[config.mk]
export PLATFORM = sky130hd
export DESIGN_NAME = smeu_front
export DESIGN_NICKNAME = d
export VERILOG_FILES = /design/src/design/smeu_pkg.sv /design/src/design/smeu_front.sv
export VERILOG_INCLUDE_DIRS = /design/src /design/src/design
export SDC_FILE = /design/constraint.sdc
export NUM_CORES = 1
export LEC_CHECK = 0
export ABC_AREA = 1
export BUFFER_PORTS_ARGS = -buffer_cell sky130_fd_sc_hd__buf_2
export CORE_MARGIN = 2
export CORE_UTILIZATION = 47
export DETAILED_ROUTE_END_ITERATION = 16
export GPL_TIMING_DRIVEN = 0
export PLACE_DENSITY = 0.75
export SYNTH_ARGS = -nofsm -noshare
export SYNTH_HDL_FRONTEND = slang
export SYNTH_SLANG_ARGS = --single-unit
[constraint.sdc]
create_clock -name clk -period 4.7 [get_ports clk]
set_input_delay 0.705 -clock clk [delete_from_list [all_inputs] [get_ports clk]]
set_output_delay 0.705 -clock clk [all_outputs]
set_load 0.05 [all_outputs]
[src/design/assert_macros.svh]
// Assertion helpers shared by the front-end and back-end design files.
`ifndef ASSERT_MACROS_SVH
`define ASSERT_MACROS_SVH
// Check a property on every clock edge outside reset.
`define CHK(label, prop, msg) \
	label: assert property (@(posedge clk) disable iff (!arst_n) (prop)) else $error(msg);
// Check a property, including during reset.
`define CHK_ALWAYS(label, prop, msg) \
	label: assert property (@(posedge clk) (prop)) else $error(msg);
`endif

[src/design/smeu_pkg.sv]
`timescale 1ns / 1ps
package smeu_pkg;
	localparam logic [4:0] OP_ADD  = 5'd0;
	localparam logic [4:0] OP_SUB  = 5'd1;
	localparam logic [4:0] OP_MUL  = 5'd2;
	localparam logic [4:0] OP_DIV  = 5'd3;
	localparam logic [4:0] OP_OUT  = 5'd4;
	localparam logic [4:0] OP_IN   = 5'd5;
	localparam logic [4:0] OP_DUMP = 5'd6;
	localparam logic [4:0] OP_HLT  = 5'd7;
	localparam logic [4:0] OP_PUSH = 5'd8;
	localparam logic [4:0] OP_POP  = 5'd9;
	localparam logic [4:0] OP_JMP  = 5'd10;
	localparam logic [4:0] OP_CALL = 5'd11;
	localparam logic [4:0] OP_RET  = 5'd12;
	localparam logic [4:0] OP_JA   = 5'd13;
	localparam logic [4:0] OP_JAE  = 5'd14;
	localparam logic [4:0] OP_JB   = 5'd15;
	localparam logic [4:0] OP_JBE  = 5'd16;
	localparam logic [4:0] OP_JE   = 5'd17;
	localparam logic [4:0] OP_JNE  = 5'd18;

	localparam logic [2:0] ERR_NONE     = 3'd0;
	localparam logic [2:0] ERR_DIVZERO  = 3'd1;
	localparam logic [2:0] ERR_UNDER    = 3'd2;
	localparam logic [2:0] ERR_OVER     = 3'd3;
	localparam logic [2:0] ERR_ADDR     = 3'd4;
	localparam logic [2:0] ERR_POPARG   = 3'd5;
	localparam logic [2:0] ERR_EMPTYRET = 3'd6;
	localparam logic [2:0] ERR_UNKNOWN  = 3'd7;

	localparam logic [2:0] FLAG_MEM = 3'b100;
	localparam logic [2:0] FLAG_REG = 3'b010;

	// Instruction class decided by the front end.
	localparam logic [2:0] CL_ARITH = 3'd0;
	localparam logic [2:0] CL_SIMPLE = 3'd1;
	localparam logic [2:0] CL_PUSH  = 3'd2;
	localparam logic [2:0] CL_POP   = 3'd3;
	localparam logic [2:0] CL_FLOW  = 3'd4;
	localparam logic [2:0] CL_COND  = 3'd5;
	localparam logic [2:0] CL_BAD   = 3'd6;

	localparam int INSTR_BITS = 80;

	typedef struct packed {
		logic [4:0]  op;
		logic [2:0]  flags;
		logic [31:0] imm;
		logic [3:0]  ridx;
		logic [31:0] inval;
		logic [2:0]  cls;
		logic [2:0]  argl;
	} instr_t;

	typedef struct packed {
		logic [15:0] next_ip;
		logic [31:0] out_value;
		logic        out_valid;
		logic        halted;
		logic [2:0]  error_code;
	} result_t;
endpackage

[src/design/smeu_front.sv]
`timescale 1ns / 1ps
module smeu_front import smeu_pkg::*; (
	input  logic        clk,
	input  logic        arst_n,
	input  logic        in_valid,
	output logic        in_ready,
	input  logic [4:0]  op,
	input  logic [2:0]  flags,
	input  logic [31:0] imm,
	input  logic [3:0]  ridx,
	input  logic [31:0] inval,
	output logic        q_valid,
	input  logic        q_ready,
	output instr_t      q_data
);
	instr_t cls_d;
	instr_t fifo_q [2];
	logic [1:0] cnt_q;
	logic       wr_q, rd_q;
	logic       push, pop;

	always_comb begin
		cls_d.op = op;
		cls_d.flags = flags;
		cls_d.imm = imm;
		cls_d.ridx = ridx;
		cls_d.inval = inval;
		cls_d.argl = 3'd2 + {2'b00, flags[0]} + {2'b00, flags[1]};
		if (op inside {OP_ADD, OP_SUB, OP_MUL, OP_DIV}) cls_d.cls = CL_ARITH;
		else if (op inside {OP_OUT, OP_IN, OP_DUMP, OP_HLT}) cls_d.cls = CL_SIMPLE;
		else if (op == OP_PUSH) cls_d.cls = CL_PUSH;
		else if (op == OP_POP) cls_d.cls = CL_POP;
		else if (op inside {OP_JMP, OP_CALL, OP_RET}) cls_d.cls = CL_FLOW;
		else if (op inside {[OP_JA:OP_JNE]}) cls_d.cls = CL_COND;
		else cls_d.cls = CL_BAD;
	end

	assign in_ready = (cnt_q != 2'd2);
	assign q_valid  = (cnt_q != 2'd0);
	assign q_data   = fifo_q[rd_q];
	assign push = in_valid && in_ready;
	assign pop  = q_valid && q_ready;

	always_ff @(posedge clk) begin
		if (push) fifo_q[wr_q] <= cls_d;
	end

	always_ff @(posedge clk or negedge arst_n) begin
		if (!arst_n) begin
			cnt_q <= '0;
			wr_q <= 1'b0;
			rd_q <= 1'b0;
		end else begin
			if (push) wr_q <= ~wr_q;
			if (pop) rd_q <= ~rd_q;
			cnt_q <= cnt_q + {1'b0, push} - {1'b0, pop};
		end
	end

	`include "assert_macros.svh"
	`CHK(a_no_over, (cnt_q == 2'd2) |-> !push, "queue overfilled")
	`CHK(a_cnt_range, cnt_q != 2'd3, "queue count out of range")
	`CHK(a_empty_ptrs, (cnt_q == 2'd0) |-> (wr_q == rd_q), "queue pointers disagree")
endmodule

==> results_dict.tcl <==
set metrics [dict create \
    die_area_um2 14500 \
    synth_compound_area_frac 0.00176 \
    async_flop_share 0.0238 \
    slew_headroom 0.427 \
    ctsResizeCount 0 \
    post_cts_buffers 0 \
    initial_core_util 0.483 \
    r2r_slack_ns 2.70 \
    slowest_delay_ns 0.39 \
    reg2reg_from "cnt_q[1]" \
    grt_pass1_wl_mm 18.8 \
    routed_wirelength_mm 12.3 \
    cp-start-kind "flip-flop" \
    synth_area_um2 6390 \
    final_net_count 748 \
    first_global_vias 3883 \
    cts_tree "yes" \
    clock_skew_ns 0.00645 \
    synthAdderAreaFrac 0.00587 \
    yosysWarnings 0 \
    dieHeight_um 121 \
    cts.sinks 168 \
    ant_nets 0 \
    rows 42 \
    clockBufferDepth 2 \
    slowest_stage "dfrtp_1" \
    fin_crit_sh 0.514 \
    grt_start_max_net_pins 35 \
    synth_top_area_share 0.770 \
    arrival_ns 1.71 \
    layout-drive-gt1-share 0.326 \
    synth-edff-count 164 \
    finalNonFillerCells 856 \
    via_per_inst 4.64 \
    dp.cells 822 \
    first_pass_iters 5 \
    worst_setup_path_end_kind "primary output" \
    cts_root_buf "clkbuf_16" \
    drc 0 \
    path_max_fanout 10 \
    cp_common_cell "nand2_1" \
    synthSimpleGateAreaFrac 0.165 \
    status "finished clean" \
    netlist_instances 479 \
    ys_ff_latch 168 \
    min_period_ns 2.42 \
    port_buffers 163 \
    seq_area_frac_synth 0.786 \
    r2r_end "fifo_q[1][24]" \
    ys_top_cells_by_count "nand2_1 (258), edfxtp_1 (164), buf_6 (16), inv_1 (9), nor2_1 (8)" \
    critPathKind "reg2out" \
    synth_mux_area_frac 0 \
    io_pins 164 \
    setup_viol 0 \
    core-area_um2 13200 \
    clkTransAtPathRegs_ns 0.06 \
    holdBufCountCts 0 \
    slew_violations 0 \
    yosysUniqueCellTypes 20 \
    synth_most_common_cell "nand2_1" \
    synth_top_family_by_area "simple AND/OR/NAND/NOR gates" \
    numCtsBuffers 17 \
    synthToLayoutAreaGrowth_pct 28.0 \
    fmax_mhz 414 \
    hold_viol 0 \
    die_width_um 121 \
    ys_top_cells_by_area "edfxtp_1 (77%), nand2_1 (15%), buf_6 (2.8%)" \
    tightest_slew_ns 0.857 \
    gp_congestion 0.808 \
    synth_top_flop_cell "edfxtp_1" \
    cp.required_ns 3.99 \
    avgRoutedWirePerCell_um 14.3 \
    syn-num-nets 562 \
    drtIter0Drc 220 \
    rsz0062_at_grt "no" \
    gr-total-overflow 0 \
    fin_setup_tns_ns 0 \
    dp_hpwl_mm 8.48 \
    hold_path.class "in2async" \
    drv_cap 0 \
    avgSynthCellArea_um2 13.3 \
    gr-usage-all-layers 0.174 \
    grt_antenna_before_repair 2 \
    h-tree-depth 4 \
    synth_xor_area_frac 0.00528 \
    crit_chain "inv_2, clkbuf_1, nand2_1, nand2_1, buf_2" \
    r2r_cells 4 \
    num_vias 3970 \
    synth_top_cell_by_area "edfxtp_1" \
    insertion_delay_ns 0.42 \
]
[through the flow]
| stage | setup slack, ns | cell area (um2) | util | hold slack, ns |
|---|---|---|---|---|
| finish | 2.28 | 8190 | 0.618 | 0.0793 |
| global route | 2.14 | 8180 | 0.618 | 0.0643 |
| CTS | 2.22 | 8180 | 0.618 | 0.0633 |
| detailed placement | 2.38 | 7520 | 0.568 | 0.516 |
| global placement | 0.102 | 7430 | 0.561 | 0.513 |
| floorplan | 1.11 | 6400 | - | 0.409 |
[cells in the final DEF, fill, tap and decap left out]
cell,instances
nand2_4,1
bufinv_16,6
ha_1,3
nor2_2,1
buf_2,163
nand2_1,258
xor2_2,1
diode_2,2
inv_6,1
inv_2,2
clkinvlp_4,3
a21oi_1,1
or2_4,1
nand3_1,3
dfrtp_1,4
clkinv_1,3
buf_4,1
edfxtp_1,164
clkbuf_1,2
nor2_1,6
buf_12,4
nand2_2,1
inv_1,9
clkbuf_16,17
xnor2_1,2
a31oi_1,1
nor2_4,2
clkinv_2,1
nand4_1,1
buf_6,16
[kinds of logic after synthesis]
family / Yosys count
AOI/OAI and AO/OA: 2
xor gates and xnor gates: 3
adders and majority gates: 3
buffers and inverters: 29
DFF: 168
and+or+nand+nor: 274
[worst max-delay path, delay by kind of cell (launching register included)]
kind / cells / cell delay [ns]
and+or+nand+nor: 2 / 0.19
buffers and inverters: 3 / 0.71
DFF: 1 / 0.39
[sequential cells by signal, summed over array words and instances (netlist names)]
name,cells
fifo_q,164
cnt_q,2
rd_q,1
wr_q,1
[worst max-delay path by stage]
| stage | start | end | cells past startpoint |
|---|---|---|---|
| floorplan | cnt_q[1] | fifo_q[1][0] | 3 |
| global placement | in_valid | fifo_q[1][11] | 3 |
| detailed placement | in_valid | fifo_q[1][24] | 4 |
| CTS | rd_q | q_data[32] | 5 |
| global route | rd_q | q_data[80] | 5 |
| finish | rd_q | q_data[80] | 5 |
[routing by layer]
layer / wire length [um] / track usage / share of wire / up-vias
li1: - / - / - / 1980
met1: 4850 / 0.196 / 0.40 / 1851
met2: 6350 / 0.300 / 0.52 / 126
met3: 928 / 0.0618 / 0.076 / 13
met4: 152 / 0.0705 / 0.012 / 0
met5: 0 / 0 / 0 / -
[layout make-up]
class,count,area [um2]
antenna,2,5.00
buffer,18,191
clock buffer,18,429
clock inverter,14,228
fill,1060,5060
inverter,11,41.3
multi-input combinational,282,1150
sequential,168,5020
tap,176,220
timing repair buffer,167,896
Power is left out: the tool's default activity adds up to more than one toggle a clock period on the data nets, which glitch-free logic cannot reach.
